<file path="config.mk">
export PLATFORM = sky130hd
export DESIGN_NAME = dwmt_back
export DESIGN_NICKNAME = d
export VERILOG_FILES = /design/src/hdl/dwmt_pkg.sv /design/src/hdl/dwmt_back.sv
export SDC_FILE = /design/constraint.sdc
export NUM_CORES = 2
export LEC_CHECK = 0
export ABC_CLOCK_PERIOD_IN_PS = 33300
export BUFFER_PORTS_ARGS = -buffer_cell sky130_fd_sc_hd__buf_4
export CAP_MARGIN = 10
export CORE_AREA = 3 3 314 347
export DETAILED_ROUTE_END_ITERATION = 10
export DIE_AREA = 0 0 317 350
export PLACE_DENSITY = 0.66
export SLEW_MARGIN = 20
export SYNTH_ARGS = -nofsm -noshare
export SYNTH_HDL_FRONTEND = slang
export SYNTH_SLANG_ARGS = --single-unit
</file>
<file path="constraint.sdc">
create_clock -name clk -period 33.3 [get_ports clk]
set_input_delay 3.33 -clock clk [delete_from_list [all_inputs] [get_ports clk]]
set_output_delay 3.33 -clock clk [all_outputs]
set_load 0.01 [all_outputs]
</file>
<file path="src/hdl/dwmt_pkg.sv">
// ----------------------------------------------------------------------------
// dwmt_pkg
// Shared types, widths and the raised-cosine taper table for the
// direct-wave mute block.
// ----------------------------------------------------------------------------
package dwmt_pkg;

  localparam int TAPER_TABLE_DEPTH = 256;
  localparam int IDX_W = $clog2(TAPER_TABLE_DEPTH);

  localparam int SQ_STEPS = 25;   // one root bit per stage
  localparam int DV_STEPS = 45;   // one quotient bit per stage
  localparam int FRONT_LAT = 5 + SQ_STEPS + DV_STEPS;
  localparam int BACK_LAT = IDX_W + 3;
  localparam int QUEUE_DEPTH = 4;
  localparam int QPTR_W = $clog2(QUEUE_DEPTH);

  localparam logic [19:0] USEC_PER_SEC = 20'd1000000;
  localparam logic [15:0] WEIGHT_ONE = 16'd32768;

  localparam logic [63:0] Q30_ONE = 64'd1073741824;
  localparam logic [63:0] HALF_PI_Q30 = 64'd1686629713;

  localparam logic [2:0] REG_WAVE_SPEED = 3'd0;
  localparam logic [2:0] REG_SHOT_DEPTH = 3'd1;
  localparam logic [2:0] REG_GEO_DEPTH = 3'd2;
  localparam logic [2:0] REG_EXTRA_DELAY = 3'd3;
  localparam logic [2:0] REG_TAPER_LEN = 3'd4;

  typedef enum logic [1:0] {
    CLS_ZERO  = 2'd0,
    CLS_TAPER = 2'd1,
    CLS_ONE   = 2'd2
  } cls_t;

  typedef struct packed {
    logic [15:0] wave_speed;
    logic [15:0] shot_depth;
    logic [15:0] geophone_depth;
    logic [23:0] extra_delay;
    logic [23:0] taper_length;
  } cfg_t;

  typedef struct packed {
    cls_t               cls;
    logic [23:0]        diff;
    logic signed [31:0] amp;
  } item_t;

  typedef struct packed {
    logic  valid;
    item_t item;
  } push_t;

  typedef struct packed {
    logic full;
    logic empty;
  } q_stat_t;

  typedef logic [15:0] taper_rom_t [TAPER_TABLE_DEPTH];

  // sin^2 of a quarter wave, Horner Taylor series in Q30, rounded to Q15
  function automatic taper_rom_t build_taper_rom();
    taper_rom_t rom;
    logic [63:0] x, x2, p, s, w;
    for (int i = 0; i < TAPER_TABLE_DEPTH; i++) begin
      x  = (64'(i) * HALF_PI_Q30) / 64'(TAPER_TABLE_DEPTH);
      x2 = (x * x) >> 30;
      p  = Q30_ONE - (((x2 * Q30_ONE) >> 30) / 64'd110);
      p  = Q30_ONE - (((x2 * p) >> 30) / 64'd72);
      p  = Q30_ONE - (((x2 * p) >> 30) / 64'd42);
      p  = Q30_ONE - (((x2 * p) >> 30) / 64'd20);
      p  = Q30_ONE - (((x2 * p) >> 30) / 64'd6);
      s  = (x * p) >> 30;
      if (s > Q30_ONE) s = Q30_ONE;
      w  = (s * s + (64'd1 << 44)) >> 45;
      if (w > 64'(WEIGHT_ONE)) w = 64'(WEIGHT_ONE);
      rom[i] = w[15:0];
    end
    return rom;
  endfunction

  localparam taper_rom_t TAPER_ROM = build_taper_rom();

endpackage

</file>
<file path="src/hdl/dwmt_back.sv">
// ----------------------------------------------------------------------------
// dwmt_back
// Weighting pipeline: taper index divide, table lookup, multiply,
// round and saturate into the output register.
// ----------------------------------------------------------------------------
module dwmt_back (
  input  logic                clk,
  input  logic                rst_n,
  input  dwmt_pkg::q_stat_t   q_st,
  input  dwmt_pkg::item_t     q_item,
  output logic                pop,
  input  logic [23:0]         taper_length,
  output logic                out_valid,
  input  logic                out_stall,
  output logic signed [31:0]  out_muted_amplitude,
  output logic [15:0]         out_taper_weight
);

  localparam int IW = dwmt_pkg::IDX_W;
  localparam int BL = dwmt_pkg::BACK_LAT;

  logic               en;
  logic               vld_r [BL];
  dwmt_pkg::cls_t     cls_r [BL];
  logic signed [31:0] amp_r [BL];

  assign en  = !out_valid || !out_stall;
  assign pop = en && !q_st.empty;

  always_ff @(posedge clk) begin
    if (!rst_n) begin
      for (int j = 0; j < BL; j++) vld_r[j] <= 1'b0;
      out_valid <= 1'b0;
    end else if (en) begin
      vld_r[0] <= !q_st.empty;
      for (int j = 1; j < BL; j++) vld_r[j] <= vld_r[j-1];
      out_valid <= vld_r[BL-1];
    end
  end

  always_ff @(posedge clk) begin
    if (en) begin
      cls_r[0] <= q_item.cls;
      amp_r[0] <= q_item.amp;
      for (int j = 1; j < BL; j++) begin
        cls_r[j] <= cls_r[j-1];
        amp_r[j] <= amp_r[j-1];
      end
    end
  end

  // offset into window scaled by table depth
  logic [23+IW:0] dvd_r;
  always_ff @(posedge clk) begin
    if (en) dvd_r <= (24+IW)'(q_item.diff) * (24+IW)'(dwmt_pkg::TAPER_TABLE_DEPTH);
  end

  // quotient is below the table depth, so only IW bits are developed
  logic [23:0]   dv_rem_r [IW];
  logic [IW-1:0] dv_q_r   [IW];
  logic [IW-1:0] dv_n_r   [IW];

  genvar k;
  for (k = 0; k < IW; k++) begin : g_dv
    logic [23:0]   rem_i;
    logic [IW-1:0] q_i;
    logic [IW-1:0] n_i;
    logic [24:0]   r;
    if (k == 0) begin : g_first
      assign rem_i = dvd_r[23+IW:IW];
      assign q_i   = '0;
      assign n_i   = dvd_r[IW-1:0];
    end else begin : g_next
      assign rem_i = dv_rem_r[k-1];
      assign q_i   = dv_q_r[k-1];
      assign n_i   = dv_n_r[k-1];
    end
    assign r = {rem_i, n_i[IW-1]};
    always_ff @(posedge clk) begin
      if (en) begin
        if (r >= {1'b0, taper_length}) begin
          dv_rem_r[k] <= 24'(r - {1'b0, taper_length});
          dv_q_r[k]   <= {q_i[IW-2:0], 1'b1};
        end else begin
          dv_rem_r[k] <= r[23:0];
          dv_q_r[k]   <= {q_i[IW-2:0], 1'b0};
        end
        dv_n_r[k] <= {n_i[IW-2:0], 1'b0};
      end
    end
  end

  // weight select
  logic [IW-1:0] idx;
  logic [15:0]   wt_nxt;
  logic [15:0]   wt_r, wt2_r;

  always_comb begin
    idx = dv_q_r[IW-1];
    if (32'(idx) >= dwmt_pkg::TAPER_TABLE_DEPTH) idx = IW'(dwmt_pkg::TAPER_TABLE_DEPTH - 1);
    case (cls_r[IW])
      dwmt_pkg::CLS_ZERO:  wt_nxt = '0;
      dwmt_pkg::CLS_TAPER: wt_nxt = dwmt_pkg::TAPER_ROM[idx];
      dwmt_pkg::CLS_ONE:   wt_nxt = dwmt_pkg::WEIGHT_ONE;
      default:             wt_nxt = '0;
    endcase
  end

  // multiply, then round half up and saturate
  logic signed [48:0] prod_r;
  logic signed [49:0] sum;
  logic signed [34:0] sh;
  logic signed [31:0] sat;

  assign sum = 50'(prod_r) + 50'sd16384;
  assign sh  = 35'(sum >>> 15);

  always_comb begin
    if (sh > 35'sd2147483647) begin
      sat = 32'sh7fffffff;
    end else if (sh < -35'sd2147483648) begin
      sat = 32'sh80000000;
    end else begin
      sat = sh[31:0];
    end
  end

  always_ff @(posedge clk) begin
    if (en) begin
      wt_r   <= wt_nxt;
      prod_r <= 49'(amp_r[IW+1]) * 49'(signed'({1'b0, wt_r}));
      wt2_r  <= wt_r;
      out_muted_amplitude <= sat;
      out_taper_weight    <= wt2_r;
    end
  end

endmodule

</file>
# ---- Word-level counts from Yosys, hierarchy flattened
# Memory sizes are Yosys's and may differ from the RTL's. A register that Yosys moved wholly into a read port is not among the register bits.
# Index checks and enable logic that the tools add are counted.
dict set report op_classes {
  n_addsub 9
  multipliers 1
  n_div 0
  order_cmp 11
  eq_ne 2
  shift 0
  muxes 84
  n_bitwise 28
  reduce_logical 6
}
# op n
set op_table {}
lappend op_table {{>= comparator 25 x 24 -> 1 bit} 8}
lappend op_table {{two-way mux 24 bit} 8}
lappend op_table {{subtractor 24 bit} 8}
lappend op_table {{two-way mux 1 bit} 64}
lappend op_table {{two-way mux 8 bit} 8}
lappend op_table {{adder 49 x 16 -> 50 bit, second input constant} 1}
lappend op_table {{multiplier 32 x 17 -> 49 bit} 1}
lappend op_table {{> comparator 35 x 32 -> 1 bit, second input constant} 1}
lappend op_table {{< comparator 35 x 32 -> 1 bit, second input constant} 1}
lappend op_table {{two-way mux 16 bit} 2}
lappend op_table {{two-way mux 32 bit} 1}
lappend op_table {{one-hot mux 16 bit (2 select lines)} 1}
lappend op_table {{OR 1 bit} 27}
lappend op_table {{>= comparator 9 bit, second input constant} 1}
lappend op_table {{inverter 8 -> 9 bit} 1}
lappend op_table {{zero test 1 bit} 4}
lappend op_table {{equality test 2 x 1 -> 1 bit, second input constant} 1}
lappend op_table {{equality test 2 bit, second input constant} 1}
lappend op_table {{logical AND 1 bit} 1}
lappend op_table {{logical OR 1 bit} 1}
dict set report word_totals {
  register_bits 153
  latchBits 0
  ramBits 697
  romBits 4096
  input_bits 87
  out_inout_bits 50
  word_cells 154
  mem_count 7
}
# name words word_bits read_ports rd_clocked_by_memory_dff wr line
set memory_table {}
lappend memory_table {{(name not given)} 256 16 1 0 0 dwmt_back.sv:103} ;# dwmt_pkg::CLS_TAPER: wt_nxt = dwmt_pkg::TAPER_ROM[idx];
lappend memory_table {amp_r 11 32 10 0 11 dwmt_back.sv:25} ;# logic signed [31:0] amp_r [BL];
lappend memory_table {dv_rem_r 8 24 7 0 8 dwmt_back.sv:59} ;# logic [23:0] dv_rem_r [IW];
lappend memory_table {dv_q_r 8 8 8 0 8 dwmt_back.sv:60} ;# logic [IW-1:0] dv_q_r [IW];
lappend memory_table {dv_n_r 8 7 7 0 8 dwmt_back.sv:61} ;# logic [IW-1:0] dv_n_r [IW];
lappend memory_table {cls_r 11 2 10 0 11 dwmt_back.sv:24} ;# dwmt_pkg::cls_t cls_r [BL];
lappend memory_table {{+1 memories} - - - - - -}

# ---- Logic depth before layout (Yosys ltp)
dict set report depth {
  depth_word 6
  ltp_mapped 25
  ltp_nobuf 24
}

# ---- Worst setup path before layout
# OpenSTA, ideal clock, no wires.
dict set report synth_path {
  path_type {input to register}
  startpoint {in out_stall}
  endpoint {mem amp_r[0][0], enable pin}
  setup_ns 0.821
  arrival_ns 13.041
  required_time_ns 32.479
  setup_slack_ns 19.438
  stages 4
  n_path_buf 2
  path_cell_list {and2_1 > clkbuf_1 > buf_1 > inv_1}
}
# item line
set synth_lines {}
lappend synth_lines {{start: declaration} dwmt_back.sv:14} ;# input logic out_stall,
lappend synth_lines {{end: declaration} dwmt_back.sv:25}

==> impl_metrics.ini <==
[cts]
cts_resized = 0
clkSlewWorstSetupHoldPaths_ns = 0.06
cts_num_sinks = 693
clk_latency_ns = 0.67
cts_htree_levels = 3
numCtsBuffers = 75
clock_path_buffers = 3
clock_tree.root_cell = clkbuf_16
cts_setup_buffers = 0
cts_hold_buf = 0
cts_tree = yes

[setup_path]
cp.required_ns = 33.71
path_depth = 21
r2r_slack_ns = 25.62
cp_cell_sequence = nand2_1 -> fa_1 -> inv_1 -> fa_1 -> fa_1 -> fa_1 -> fa_1 -> inv_1 -> fa_1 -> inv_1 -> ha_1 -> nand4_1 -> nor3_1 -> o21ai_0 -> a41oi_1 -> o2111ai_1 -> a31o_2 -> o21ai_2 -> a2111oi_0 -> or3_1 -> xnor2_1
worst-setup-path-type = register to register
start_kind = register
r2r_end = prod_r[46]
path_max_fanout = 16
startpoint = amp_r[9][19]
cpLargestDelayFamily = adder cells
crit_path_top_delay_cell = edfxtp_1
rr_worst_depth = 21
path_buf_inv = 3
end_kind = register
path_common_cell = fa_1
crit_arrival_ns = 8.08
worstSetupEndpoint = prod_r[46]
r2r-start = amp_r[9][19]
max_stage_delay_ns = 0.92

[run_status]
status = complete, no violations

[final_layout]
n_antenna_cell = 0
nets = 5811
n_fill_cell = 9145
syn2layout_area_growth_pct = 9.04
drive_gt1_share_pct = 8.00

[route]
drc = 0
wl_per_cell_um = 18.7
antenna_left = 0
routed_wl_mm = 119
first_pass_iters = 6
drt_iter0_drc = 2757
vias = 35584
viasPerCell = 5.60

[timing]
maxSlewViolCount = 0
setup-violations-final = 0
worstMarginPinSlew_ns = 1.05
timing.final.crit_share_pct = 23.1
hold_viol_final = 0
slew_headroom_pct = 29.9
timing.fmax_mhz = 130
rsz0062_at_grt = no
period_minus_slack_ns = 7.68
hold_slack_ns = 0.394
skew_ns = 0.0643
tns_ns = 0

[pwr]
ir_drop_mv = 0.0436
p_int_mw = 2.73
p_sw_share_pct = 41.6
clkPwrFrac_pct = 17.3
p_total_mw = 4.67
power_frac_seq_pct = 29.1
comb_power_share_pct = 53.6
power.switching_mw = 1.94
p_per_area_nw_per_um2 = 81.3
p_leak_nw = 25.0

[floorplan]
rows = 125
start_util_pct = 49.8
die_area_um2 = 111000
die_h_um = 350
core_area_um2 = 106000
io_pins = 137
dieWidth_um = 317

[run]
cap_violations = 0

[synthesis]
async_flop_share_pct = 0
synthCells = 4837
syn_avg_cell_area_um2 = 10.9
synth_warnings = 0
synth_top_area_share_pct = 38.9
yosys.area.top_type = edfxtp_1
ys_types = 85
synth_area_leaders = edfxtp_1 (39%), fa_1 (19%), ha_1 (7.8%)
syn_nets = 5746
ys_seq_area_share_pct = 39.3
synth_flop_cell = edfxtp_1
synth_edf_count = 682
synthesis.area_um2 = 52600
synth_seq_cells = 693

[placement]
dp_hpwl_mm = 86.1
gp_congestion = 0.943
port_buffers = 135

[global_routing]
grt_pass1_wl_mm = 194
grt.total_usage_pct = 22.0
grt_pass1_vias = 36805
antenna_found_initial = 0
grt_start_max_net_pins = 141
overflow = 0

[worst_hold_path]
hold_path_class = register to register
==> cell type report <==
| class | instances | area, um^2 | share of cell area, % |
|---|---|---|---|
| clock buffers | 96 | 1990 | 3.46 |
| inverters | 608 | 2300 | 4.00 |
| well taps | 1397 | 1750 | 3.05 |
| multi-input cells | 3339 | 28800 | 50.3 |
| flip-flops and latches | 693 | 20700 | 36.1 |
| repair buffers | 185 | 1390 | 2.42 |
| clock inverters | 41 | 410 | 0.715 |
==> kinds of logic after synthesis <==
logic type,share of synthesized area (%)
mux,1.85
fa+ha+maj,26.6
xor+xnor,3.36
flops,39.3
compound gates,11.2
simple gates,11.8
buf+inv,5.86
==> how the worst min path moves through the flow <==
| stage | start | end | slack [ns] | depth (start not counted) |
|---|---|---|---|---|
| floorplan | amp_r[0][0] | amp_r[1][0] | 0.40 | 0 |
| detailed placement | amp_r[1][10] | amp_r[2][10] | 0.40 | 0 |
| CTS | amp_r[5][22] | amp_r[6][22] | 0.39 | 0 |
| global placement | amp_r[6][0] | amp_r[7][0] | 0.40 | 0 |
| global route | amp_r[7][13] | amp_r[8][13] | 0.40 | 0 |
| finish | amp_r[5][22] | amp_r[6][22] | 0.39 | 0 |
==> cell usage in the layout, fill, tap and decap left out, types with 13 or more instances in the layout <==
| cell | netlist | routed |
|---|---|---|
| clkbuf_16 | 0 | 75 |
| inv_1 | 602 | 600 |
| a21boi_0 | 13 | 13 |
| and2_1 | 257 | 256 |
| nor2b_1 | 36 | 36 |
| a21oi_1 | 268 | 267 |
| clkinv_1 | 1 | 13 |
| o211ai_1 | 21 | 21 |
| nand2b_1 | 39 | 39 |
| ha_1 | 328 | 328 |
| a21o_1 | 86 | 86 |
| nor2_1 | 215 | 215 |
| xor2_1 | 88 | 88 |
| and3_1 | 23 | 23 |
| xnor2_1 | 114 | 114 |
| o21ai_0 | 246 | 246 |
| or3_1 | 17 | 17 |
| a211oi_1 | 38 | 38 |
| buf_4 | 2 | 185 |
| fa_1 | 494 | 494 |
| o31ai_1 | 17 | 17 |
| a31oi_1 | 44 | 44 |
| o21bai_1 | 26 | 26 |
| mux2_4 | 18 | 18 |
| clkbuf_1 | 157 | 18 |
| nor3_1 | 50 | 50 |
| nand3_1 | 75 | 75 |
| nand2_1 | 517 | 517 |
| mux2_2 | 38 | 38 |
| nand4_1 | 29 | 29 |
| o21a_1 | 31 | 31 |
| a311oi_1 | 17 | 17 |
| edfxtp_1 | 682 | 682 |
==> power by group through the flow <==
stage | registers (mW) | logic (mW) | clock network, mW
after global routing | 1.38 | 2.81 | 0.869
after global placement | 1.37 | 2.44 | 0
after detailed placement | 1.38 | 2.47 | 0
after floorplan | 1.35 | 1.86 | 0
final | 1.36 | 2.50 | 0.806
after CTS | 1.36 | 2.48 | 0.831
==> synthesized netlist by cell type (all sizes together) (18+ instances only) <==
cell type  number
a211oi         38
a21boi         20
a21o           87
a21oi         269
a31oi          46
and2          257
and3           23
buf            36
clkbuf        161
edfxtp        682
fa            494
ha            328
inv           607
mux2           56
nand2         517
nand2b         39
nand3          75
nand4          29
nor2          215
nor2b          36
nor3           50
o211ai         22
o21a           31
o21ai         261
o21bai         26
o31ai          18
xnor2         114
xor2           88
==> metrics by stage <==
step	instances	utilization, %	cell area (um^2)	worst slack [ns]
6_report	6359	54.3	57400	25.62
2_1_floorplan	4837	-	52600	19.44
5_1_grt	6359	54.3	57400	25.32
3_3_place_gp	6222	52.1	55000	25.87
4_1_cts	6359	54.3	57400	25.70
3_5_place_dp	6222	52.1	55000	25.72
==> routing by layer <==
layer  share of wire (%)  wire (um)  track usage, %
met1                  42      50300            29.1
met2                  47      56200            36.3
met3                 6.7       7940            3.80
met4                 4.0       4720            8.50
met5                   0          0               0
==> sequential cells by signal, indices dropped and copies added (netlist names) <==
| name | flops |
|---|---|
| amp_r | 320 |
| prod_r | 35 |
| out_valid | 1 |
| dv_rem_r | 168 |
| cls_r | 18 |
| dvd_r | 24 |
| vld_r | 11 |
| wt_r | 16 |
| out_taper_weight | 16 |
| wt2_r | 16 |
| dv_q_r | 36 |
| out_muted_amplitude | 32 |
No activity file was read; power rests on OpenSTA's default activity.
