`src/hdl/dwmt_pkg.sv`:
```
// ----------------------------------------------------------------------------
// dwmt_pkg
// Shared types, widths and the raised-cosine taper table for the
// direct-wave mute block.
// ----------------------------------------------------------------------------
package dwmt_pkg;

  localparam int TAPER_TABLE_DEPTH = 256;
  localparam int IDX_W = $clog2(TAPER_TABLE_DEPTH);

  localparam int SQ_STEPS = 25;   // one root bit per stage
  localparam int DV_STEPS = 45;   // one quotient bit per stage
  localparam int FRONT_LAT = 5 + SQ_STEPS + DV_STEPS;
  localparam int BACK_LAT = IDX_W + 3;
  localparam int QUEUE_DEPTH = 4;
  localparam int QPTR_W = $clog2(QUEUE_DEPTH);

  localparam logic [19:0] USEC_PER_SEC = 20'd1000000;
  localparam logic [15:0] WEIGHT_ONE = 16'd32768;

  localparam logic [63:0] Q30_ONE = 64'd1073741824;
  localparam logic [63:0] HALF_PI_Q30 = 64'd1686629713;

  localparam logic [2:0] REG_WAVE_SPEED = 3'd0;
  localparam logic [2:0] REG_SHOT_DEPTH = 3'd1;
  localparam logic [2:0] REG_GEO_DEPTH = 3'd2;
  localparam logic [2:0] REG_EXTRA_DELAY = 3'd3;
  localparam logic [2:0] REG_TAPER_LEN = 3'd4;

  typedef enum logic [1:0] {
    CLS_ZERO  = 2'd0,
    CLS_TAPER = 2'd1,
    CLS_ONE   = 2'd2
  } cls_t;

  typedef struct packed {
    logic [15:0] wave_speed;
    logic [15:0] shot_depth;
    logic [15:0] geophone_depth;
    logic [23:0] extra_delay;
    logic [23:0] taper_length;
  } cfg_t;

  typedef struct packed {
    cls_t               cls;
    logic [23:0]        diff;
    logic signed [31:0] amp;
  } item_t;

  typedef struct packed {
    logic  valid;
    item_t item;
  } push_t;

  typedef struct packed {
    logic full;
    logic empty;
  } q_stat_t;

  typedef logic [15:0] taper_rom_t [TAPER_TABLE_DEPTH];

  // sin^2 of a quarter wave, Horner Taylor series in Q30, rounded to Q15
  function automatic taper_rom_t build_taper_rom();
    taper_rom_t rom;
    logic [63:0] x, x2, p, s, w;
    for (int i = 0; i < TAPER_TABLE_DEPTH; i++) begin
      x  = (64'(i) * HALF_PI_Q30) / 64'(TAPER_TABLE_DEPTH);
      x2 = (x * x) >> 30;
      p  = Q30_ONE - (((x2 * Q30_ONE) >> 30) / 64'd110);
      p  = Q30_ONE - (((x2 * p) >> 30) / 64'd72);
      p  = Q30_ONE - (((x2 * p) >> 30) / 64'd42);
      p  = Q30_ONE - (((x2 * p) >> 30) / 64'd20);
      p  = Q30_ONE - (((x2 * p) >> 30) / 64'd6);
      s  = (x * p) >> 30;
      if (s > Q30_ONE) s = Q30_ONE;
      w  = (s * s + (64'd1 << 44)) >> 45;
      if (w > 64'(WEIGHT_ONE)) w = 64'(WEIGHT_ONE);
      rom[i] = w[15:0];
    end
    return rom;
  endfunction

  localparam taper_rom_t TAPER_ROM = build_taper_rom();

endpackage

```
`src/hdl/dwmt_queue.sv`:
```
// ----------------------------------------------------------------------------
// dwmt_queue
// Short FIFO between the geometry front and the weighting back.
// ----------------------------------------------------------------------------
module dwmt_queue (
  input  logic              clk,
  input  logic              rst_n,
  input  dwmt_pkg::push_t   push,
  input  logic              pop,
  output dwmt_pkg::q_stat_t q_st,
  output dwmt_pkg::item_t   q_item
);

  dwmt_pkg::item_t            mem_r [dwmt_pkg::QUEUE_DEPTH];
  logic [dwmt_pkg::QPTR_W-1:0] wr_r, rd_r;
  logic [dwmt_pkg::QPTR_W:0]   cnt_r;

  assign q_st.full  = (cnt_r == (dwmt_pkg::QPTR_W+1)'(dwmt_pkg::QUEUE_DEPTH));
  assign q_st.empty = (cnt_r == '0);
  assign q_item     = mem_r[rd_r];

  always_ff @(posedge clk) begin
    if (!rst_n) begin
      wr_r  <= '0;
      rd_r  <= '0;
      cnt_r <= '0;
    end else begin
      if (push.valid) wr_r <= wr_r + 1'b1;
      if (pop) rd_r <= rd_r + 1'b1;
      if (push.valid && !pop) begin
        cnt_r <= cnt_r + 1'b1;
      end else if (!push.valid && pop) begin
        cnt_r <= cnt_r - 1'b1;
      end
    end
  end

  always_ff @(posedge clk) begin
    if (push.valid) mem_r[wr_r] <= push.item;
  end

endmodule

```
`config.mk`:
```
export PLATFORM = sky130hd
export DESIGN_NAME = dwmt_queue
export DESIGN_NICKNAME = d
export VERILOG_FILES = /design/src/hdl/dwmt_pkg.sv /design/src/hdl/dwmt_queue.sv
export SDC_FILE = /design/constraint.sdc
export NUM_CORES = 1
export LEC_CHECK = 0
export BUFFER_PORTS_ARGS = -buffer_cell sky130_fd_sc_hd__buf_2
export CORE_MARGIN = 4
export CORE_UTILIZATION = 32
export DETAILED_ROUTE_END_ITERATION = 10
export GPL_TIMING_DRIVEN = 1
export PLACE_DENSITY = 0.5
export SLEW_MARGIN = 20
export SYNTH_ARGS = -nofsm -noshare
export SYNTH_HDL_FRONTEND = slang
export SYNTH_SLANG_ARGS = --single-unit
```
`constraint.sdc`:
```
create_clock -name clk -period 6.95 [get_ports clk]
set_clock_uncertainty 0.05 [all_clocks]
set_input_delay 0.695 -clock clk [delete_from_list [all_inputs] [get_ports clk]]
set_output_delay 0.695 -clock clk [all_outputs]
set_load 0.02 [all_outputs]
```
Word level (Yosys, flattened, before mapping)
Memory sizes are Yosys's and may differ from the RTL's. A register that Yosys moved wholly into a read port is not among the register bits.
Index checks and enable logic that the tools add are counted.
{"block": "totals", "out_inout_bits": 60, "regBits": 7, "latchBits": 0, "ramBits": 232, "memories": 1, "input_bits": 62, "elab_cells": 21, "rom_bits": 0}
{"memory": "mem_r", "depth": 4, "word_bits": 58, "read_ports": 1, "rd_clocked_by_memory_dff": 1, "wr": 1, "line": "dwmt_queue.sv:14", "text": "dwmt_pkg::item_t mem_r [dwmt_pkg::QUEUE_DEPTH];"}
{"block": "op_classes", "n_shift": 0, "n_mux": 6, "n_reduce_logical": 6, "bitwise": 0, "eq_ne": 1, "n_lt_le_gt_ge": 0, "multipliers": 0, "div_mod_pow": 0, "add_sub_neg": 4}
{"operator": "3-bit two-way mux", "n": 2}
{"operator": "2-bit by 1-bit adder with 2-bit output (second input constant)", "n": 2}
{"operator": "2-bit two-way mux", "n": 2}
{"operator": "3-bit by 1-bit adder with 3-bit output (second input constant)", "n": 1}
{"operator": "3-bit == test (second input constant)", "n": 1}
{"operator": "3-bit zero test", "n": 1}
{"operator": "3-bit by 1-bit subtractor with 3-bit output (second input constant)", "n": 1}
{"operator": "1-bit logical AND", "n": 2}
{"operator": "1-bit zero test", "n": 2}
{"operator": "1-bit two-way mux", "n": 2}
{"operator": "2-bit nonzero test", "n": 1}

Logic depth before layout (Yosys ltp)
Gate-level depths: netlist of the first run.
{"block": "logic_depth", "depth_word": 4, "mapped_depth": 7, "ltp_nobuf": 7}

Worst setup path before layout of the first run
OpenSTA, ideal clock, no wires.
{"block": "synth_timing", "path_kind": "input to register", "startpoint": "in push[58] in the netlist's numbering", "endpoint": "mem mem_r[0][0] in the netlist's numbering (enable)", "arrival_time_ns": 2.068, "cell_stages": 1, "t_required_ns": 6.478, "setup_ns": 0.422, "setup_slack_ns": 4.410, "path_buffers": 0, "path_cell_list": "and2_1"}
{"block": "synth_via", "elab_chain_cells": 2}
{"element": "start: declaration", "line": "dwmt_queue.sv:8", "text": "input dwmt_pkg::push_t push,"}
{"element": "1-bit two-way mux", "line": "dwmt_queue.sv:39", "text": "if (push.valid) mem_r[wr_r] <= push.item;"}
{"element": "1-bit two-way mux (implied by the code)", "line": "dwmt_queue.sv:39"}
{"element": "end: declaration", "line": "dwmt_queue.sv:14"}
No other way between the ends.

==> reports/metrics.cfg, run 1 <==
[run_status]
status = finished clean

[yosys]
yosysTopAreaCellShare = 0.788
async_flop_share = 0
synth_top_cells_by_area = edfxtp_1 79%, mux4_2 15%, dfxtp_1 2.0%
synth_top_family_by_area = multiplexers
ys_ff_latch = 241
ys_top_cells_by_count = 232 x edfxtp_1, 58 x mux4_2, 9 x and2_1, 9 x dfxtp_1, 5 x ha_1
ys_types = 22
yosysMostFrequentCell = edfxtp_1
synth.yosys.seq_area_share = 0.809
syn_area_per_cell_um2 = 25.5
synth-xor-area-share = 0.00495
synth_area_um2 = 8840
synth_compound_area_frac = 0.00142
synth_top_cell_by_area = edfxtp_1
synth_nets = 414
yosys_warnings = 0
synthFlopType = edfxtp_1
synth_edf_count = 232
synth-simple-area-share = 0.0103
yosys.area_share.adder = 0.00934
synth_mux_area_frac = 0.150
syn_inst = 346

[clocking]
clk_pin_slew_worst_paths_ns = 0.06
clockRootBuffer = clkbuf_16
h-tree-depth = 1
cts_tree = built
cts.repair.resized = 0
clockBufferDepth = 3
numCtsBuffers = 26
cts_setup_buffers = 0
cts.sinks = 241
insertion_delay_ns = 0.50
hold_buffers = 0

[floorplan]
start_util = 0.327
ios = 122
die_w_um = 174
die-area_um2 = 30300
die_y_um = 174
rows = 60
design.core.area_um2 = 27000

[placed_design]
hpwl_mm = 9.29
io_buffers = 121
dpl_cell_area_um2 = 9780
place_inst = 796
place_congestion = 0.656

[power]
seq_power_share = 0.506
combPwrFrac = 0.096
switching_share = 0.222
vdd_drop_max_uv = 200
p_leak_nw = 3.56
p_per_area_nw_per_um2 = 318
clkPwrFrac = 0.398
intPower_mw = 2.63
p_sw_mw = 0.751

[sta]
maxSlewViolCount = 0
fmax_mhz = 289
period_share = 0.498
setup_viol = 0
timing.final.hold_violations = 0
worst_hold_slack_ns = 0.344
post-route-min-period_ns = 3.46
tightest_slew_ns = 0.968
fin_setup_tns_ns = 0
rsz0062_at_grt = no
max_slew_margin = 0.355

[route]
drtPass1Iterations = 4
wl_mm = 16.6
drtAntennaViolNets = 0
num_vias = 3948
drc_errors = 0
drt-initial-drc-count = 228
wl_per_cell_um = 19.7
avgViaCountPerCell = 4.68

[global_routing]
grt_max_degree = 59
grt_pass1_vias = 4465
grt_util_all_layers = 0.110
grt_pass1_wl_mm = 26.4
antenna_found_initial = 3
grt_overflow = 0

[layout]
nets = 551
fin_cells = 844
layout-drive-gt1-share = 0.447
n_antenna_cell = 0
fin_area_um2 = 10600
syn2layout_area_growth_pct = 20.2

[hold_path]
hold_depth = 1
hold_class = input pin to flip-flop

[setup_path]
crit_type = flip-flop to output port
required_ns = 6.20
r2r_cells = 2
startpoint_type = flip-flop
crit_fanout = 31
cp.arrival_ns = 2.72
cp-end-kind = output port

[run]
drv_cap = 0

## flip-flops by register name, summed over array words and instances, names as in the netlist, named ones only
signal  count
cnt_r       3
wr_r        2
mem_r     232
rd_r        2
## cell families (layout without fill, tap and decap cells)
kind of cell | count (synthesis) | in the layout
flip-flops | 241 | 241
adder cells (fa/ha/maj) | 6 | 6
multiplexers | 60 | 60
AND/OR/NAND/NOR | 15 | 15
XOR/XNOR | 5 | 5
AO/OA/AOI/OAI | 2 | 2
buffers and inverters | 17 | 174
## routing by layer
layer  GRT usage  up-vias  part of all wire
li1            -     1748                 -
met1       0.145     2076              0.43
met2       0.182       99              0.50
met3      0.0344       19             0.064
met4      0.0238        6            0.0098
met5           0        -            0.0016
## path summary, 6_finish.rpt
check	from	end	slack [ns]
worst min-delay path	push[49]	mem_r[0][49]	0.34
worst min register to register	cnt_r[2]	cnt_r[2]	0.47
worst max register to register	wr_r[0]	mem_r[3][51]	5.12
worst max-delay path	flip-flop	q_item[43]	3.49
## placed cells by master, fill, tap and decap left out, types with 5 or more instances in the layout
cell / netlist / routed
buf_2: 3 / 121
dfxtp_1: 9 / 7
and2_1: 9 / 5
edfxtp_1: 232 / 232
ha_1: 5 / 5
clkbuf_16: 0 / 27
mux4_2: 58 / 58
clkinv_1: 0 / 5
clkinv_2: 0 / 7
## stage by stage
step | setup WS [ns] | power [mW] | util
floorplan | 4.41 | 1.95 | -
global placement | 3.90 | 2.07 | 0.362
detailed placement | 3.90 | 2.08 | 0.362
CTS | 3.34 | 3.44 | 0.393
global route | 3.20 | 3.54 | 0.393
finish | 3.49 | 3.38 | 0.393
## final cells by class
type,instances,area (um2)
clock buffers,31,691
clock inverters,17,160
fillers,2418,16400
inverters,4,15.0
multi-input cells,88,1570
flip-flops and latches,241,7150
well taps,341,427
repair buffers,122,613
## critical path: stages (launching register included)
cell	delay (ns)
dfxtp_4	0.76
buf_4	0.64
mux4_2	0.61
buf_2	0.18
## power groups by stage
| stage | sequential, mW | clock [mW] | combinational (mW) |
|---|---|---|---|
| after floorplan | 1.71 | 0 | 0.237 |
| final | 1.71 | 1.34 | 0.323 |
| after global routing | 1.72 | 1.47 | 0.352 |
| after global placement | 1.74 | 0 | 0.328 |
| after CTS | 1.71 | 1.39 | 0.334 |
| after detailed placement | 1.74 | 0 | 0.333 |
Note: power is estimated with default switching activity, not from simulation.
==> run 2, diff against run 1 <==
==> constraint.sdc (replaced) <==
create_clock -name clk -period 3.4 [get_ports clk]
set_clock_uncertainty 0.05 [all_clocks]
set_input_delay 0.34 -clock clk [delete_from_list [all_inputs] [get_ports clk]]
set_output_delay 0.34 -clock clk [all_outputs]
set_load 0.02 [all_outputs]
==> run 2 against run 1 <==
Compared with the run above: sequential power rose by 100%; non-clock buffer count grew 58; global-route usage grew 0.082 points; largest cell class unchanged; hold slack worse by 0.30 ns; clock power rose by 93%; die area unchanged.
==> reports/metrics.cfg, run 2 (synthesis results as in run 1) <==
[setup_path]
cp-end-kind = output port
rrSetupSlack_ns = 1.56
startpoint_type = flip-flop
crit_type = flip-flop to output port
cp.arrival_ns = 2.15
crit_fanout = 20
required_ns = 3.01

[power]
vdd_drop_max_uv = 326
p_per_area_nw_per_um2 = 610
power_mw = 6.80
p_leak_nw = 3.77

[layout]
syn2layout_area_growth_pct = 26.3
layout-drive-gt1-share = 0.395
final_cell_mix = 232 x edfxtp_1, 121 x buf_2, 58 x mux4_2, 57 x dlygate4sd3_1, 27 x clkbuf_16
regMostFlops = mem_r
n_fill_cell = 2432
reg_top3 = mem_r x232, cnt_r x3
final_util = 0.413
largest_reg_flops = 232
fin_area_um2 = 11200
nets = 610
final_common_cell = edfxtp_1

[sta]
max_slew_margin = 0.338
fin_setup_tns_ns = 0
rsz0062_at_grt = no
timing.final.hold_violations = 0
tightest_slew_ns = 0.994
period_share = 0.748
post-route-min-period_ns = 2.54
fmax_mhz = 393
maxSlewViolCount = 0
setup_viol = 0

[clocking]
numCtsBuffers = 27
cts_tree = built
clockRootBuffer = clkbuf_16
cts_setup_buffers = 0
h-tree-depth = 1
insertion_delay_ns = 0.51
clockBufferDepth = 3
clk_pin_slew_worst_paths_ns = 0.05
cts.sinks = 241

[placed_design]
hpwl_mm = 9.20
io_buffers = 121
place_congestion = 0.659
dpl_cell_area_um2 = 9800

[route]
wl_per_cell_um = 18.7
drc_errors = 0
wl_mm = 16.9
drtAntennaViolNets = 0
num_vias = 4151
drt-initial-drc-count = 181
drtPass1Iterations = 4
avgViaCountPerCell = 4.60

[global_routing]
grt_pass1_wl_mm = 26.6
grt_max_degree = 59
grt_pass1_vias = 4648
grt_util_all_layers = 0.111
antenna_found_initial = 1
grt_overflow = 0

[run]
drv_cap = 0

[floorplan]
die_y_um = 174
start_util = 0.327
rows = 60
ios = 122
die_w_um = 174
design.core.area_um2 = 27000
die-area_um2 = 30300

[hold_path]
hold_class = input pin to flip-flop

[run_status]
status = finished clean

==> run 2: changes by cell type in the layout (fill, tap and decap cells not counted), sizes merged <==
cell	delta
dlygate4sd3	+57
bufinv	-2
clkbuf	+2
buf	+1
clkinv	-1
diode	+1
==> run 2: worst paths after layout <==
kind	start	end	cells after the start
max	flip-flop	q_item[54]	3
min	push[43]	mem_r[1][43]	1
max reg2reg	wr_r[0]	mem_r[0][34]	3
min reg2reg	cnt_r[2]	cnt_r[2]	2
==> run 2: metal layers <==
metal / routed length [um] / vias to the layer above / track usage / share of wire
li1: - / 1869 / - / -
met1: 7140 / 2157 / 0.142 / 0.42
met2: 8430 / 101 / 0.190 / 0.50
met3: 962 / 24 / 0.0289 / 0.057
met4: 331 / 0 / 0.0297 / 0.020
met5: 0 / - / 0 / 0
==> run 2: cell type report <==
class	count	area, um2	area share
Timing Repair Buffer	180	1200	0.108
Clock buffer	33	698	0.0626
Inverter	4	15.0	0.00135
Tap cell	341	427	0.0382
Sequential cell	241	7150	0.641
Antenna cell	1	2.50	0.000224
Clock inverter	14	92.6	0.00830
Multi-Input combinational cell	88	1570	0.140
==> run 2: metrics by stage <==
step	setup slack [ns]	cells	hold WS (ns)
5_1_grt	0.676	902	0.0113
3_3_place_gp	1.30	797	0.436
2_1_floorplan	1.02	346	0.389
6_report	0.856	902	0.0434
3_5_place_dp	1.31	797	0.469
4_1_cts	0.754	901	0.00683
==> run 2: critical path: stages, from the launching register on <==
cell and delay, ns:
dfxtp_4 0.46, buf_4 0.41, mux4_2 0.59, buf_2 0.18
==> run 2: what timing repair did <==
action | in CTS | in global routing
gates resized for setup | 0 | 0
endpoints found under the hold margin | 228 | 0
hold buffers | 57 | 0
==> run 2: report_power, final <==
part | leakage (nW) | switching (mW) | internal (mW)
clock | 0.385 | 1.07 | 1.52
combinational | 1.18 | 0.404 | 0.329
sequential | 2.21 | 0.0671 | 3.41
total | 3.77 | 1.54 | 5.26
==> run 3, diff against run 2 <==
--- a/config.mk
+++ b/config.mk
@@ -10,7 +10,7 @@
 export CORE_UTILIZATION = 32
 export DETAILED_ROUTE_END_ITERATION = 10
 export GPL_TIMING_DRIVEN = 1
-export PLACE_DENSITY = 0.5
+export PLACE_DENSITY = 0.51
 export SLEW_MARGIN = 20
 export SYNTH_ARGS = -nofsm -noshare
 export SYNTH_HDL_FRONTEND = slang
==> constraint.sdc (replaced) <==
create_clock -name clk -period 2.1 [get_ports clk]
set_clock_uncertainty 0.05 [all_clocks]
set_input_delay 0.21 -clock clk [delete_from_list [all_inputs] [get_ports clk]]
set_output_delay 0.21 -clock clk [all_outputs]
set_load 0.02 [all_outputs]
==> run 3 against run 2 <==
Compared with the run above: critical path type unchanged; routed wire length up 5.8%; largest power group unchanged; combinational power rose by 120%; clock power up 56%; non-clock buffer count is 25 higher; sequential share of layout area decreased by 4.1 points; the run now ends with setup timing left; core utilization up 2.8 points.
==> reports/metrics.cfg, run 3 (synthesis results as in run 1) <==
[layout]
layout-drive-gt1-share = 0.413
syn2layout_area_growth_pct = 35.0
fin_area_um2 = 11900
multi_input_comb_area_um2 = 1570
regMostFlops = mem_r
final_common_cell = edfxtp_1
nets = 634
reg_top3 = mem_r x232, cnt_r x3
n_antenna_cell = 0
n_fill_cell = 2324
seqCellArea_um2 = 7150
largest_reg_flops = 232
final_cell_mix = 232 x edfxtp_1, 66 x buf_2, 61 x dlygate4sd3_1, 58 x mux4_2, 58 x buf_6

[hold_path]
hold_class = input pin to flip-flop

[global_routing]
grt_util_all_layers = 0.118
grt_pass1_vias = 4805
grt_max_degree = 59
grt_pass1_wl_mm = 28.0
antenna_found_initial = 0
grt_overflow = 0

[power]
p_per_area_nw_per_um2 = 944
power_mw = 11.3
p_leak_nw = 4.08
vdd_drop_max_uv = 470

[sta]
post-route-min-period_ns = 2.15
tightest_slew_ns = 0.406
maxSlewViolCount = 0
worst_hold_slack_ns = 0.0300
period_share = 1.02
fin_ws_ns = -0.0471
timing.final.hold_violations = 0
max_slew_margin = 0.729
setup_viol = 37
fmax_mhz = 466
rsz0062_at_grt = yes

[setup_path]
cp-end-kind = output port
crit_type = flip-flop to output port
required_ns = 1.84
startpoint_type = flip-flop
crit_chain = buf_12 > buf_16 > mux4_2 > buf_6
crit_fanout = 8
max_stage_delay_ns = 0.53
critical_path.slowest_cell = mux4_2
crit_family = multiplexers
cp.arrival_ns = 1.89
cp.buffers_inverters = 3

[placed_design]
dpl_cell_area_um2 = 9990
place_congestion = 0.696
pre_cts_ws_ns = 0.177
io_buffers = 121
hpwl_mm = 10.3

[clocking]
cts_tree = built
numCtsBuffers = 26
cts.sinks = 241
clockRootBuffer = clkbuf_16
insertion_delay_ns = 0.51
clk_pin_slew_worst_paths_ns = 0.06
clockBufferDepth = 3
h-tree-depth = 1

[floorplan]
design.core.area_um2 = 27000
start_util = 0.327
rows = 60
ios = 122
die-area_um2 = 30300
die_y_um = 174
die_w_um = 174

[run_status]
violations = setup timing
status = complete, but fails checks

[route]
wl_per_cell_um = 19.3
drtAntennaViolNets = 0
drc_errors = 0
avgViaCountPerCell = 4.58
wl_mm = 17.8
drtPass1Iterations = 4
drt-initial-drc-count = 255
num_vias = 4238

[run]
drv_cap = 0

==> run 3: final cells by class <==
class                           count  area share
Clock buffer                       30      0.0576
Tap cell                          341      0.0358
Sequential cell                   241       0.600
Clock inverter                     16     0.00619
Inverter                            4     0.00126
Timing Repair Buffer              205       0.168
Multi-Input combinational cell     88       0.131
==> run 3: path summary, 6_finish.rpt <==
check                  from         end  slack, ns  cells past startpoint
setup / recovery  flip-flop  q_item[41]      -0.05                      4
hold / removal     push[58]     wr_r[1]       0.03                      3
setup reg to reg   cnt_r[0]    cnt_r[2]       0.44                      4
hold reg to reg     wr_r[1]     wr_r[1]       0.50                      2
==> run 3: per-layer routing <==
| layer | part of all wire | GRT usage | vias to the layer above |
|---|---|---|---|
| li1 | - | - | 1916 |
| met1 | 0.43 | 0.158 | 2196 |
| met2 | 0.50 | 0.198 | 104 |
| met3 | 0.049 | 0.0281 | 22 |
| met4 | 0.016 | 0.0264 | 0 |
| met5 | 0 | 0 | - |
==> run 3: repair_timing <==
| action | in CTS | in global routing |
|---|---|---|
| setup endpoints to repair | 51 | 58 |
| cloned | 4 | 1 |
| buffers inserted | 9 | 0 |
| resized for setup | 95 | 25 |
| hold endpoints to repair | 241 | 0 |
| hold buffers | 61 | 0 |
==> run 3: per-stage QoR <==
step                setup TNS (ns)  std cells   util
floorplan                        0        346      -
finish                      -0.789        925  0.441
CTS                          -4.73        926  0.439
global placement                 0        806  0.370
global route                 -5.02        925  0.441
detailed placement               0        806  0.370
==> run 3: tightest hold or removal path, cell delays in order <==
cell and delay [ns]:
buf_2 0.16, mux2i_1 0.09, nor2b_1 0.09
==> run 3: where the power goes <==
part	leakage (nW)	switching [mW]	total (mW)	internal [mW]
clock network	0.372	1.72	4.04	2.32
logic	1.50	0.786	1.64	0.854
registers	2.21	0.0643	5.58	5.52
total	4.08	2.57	11.3	8.69
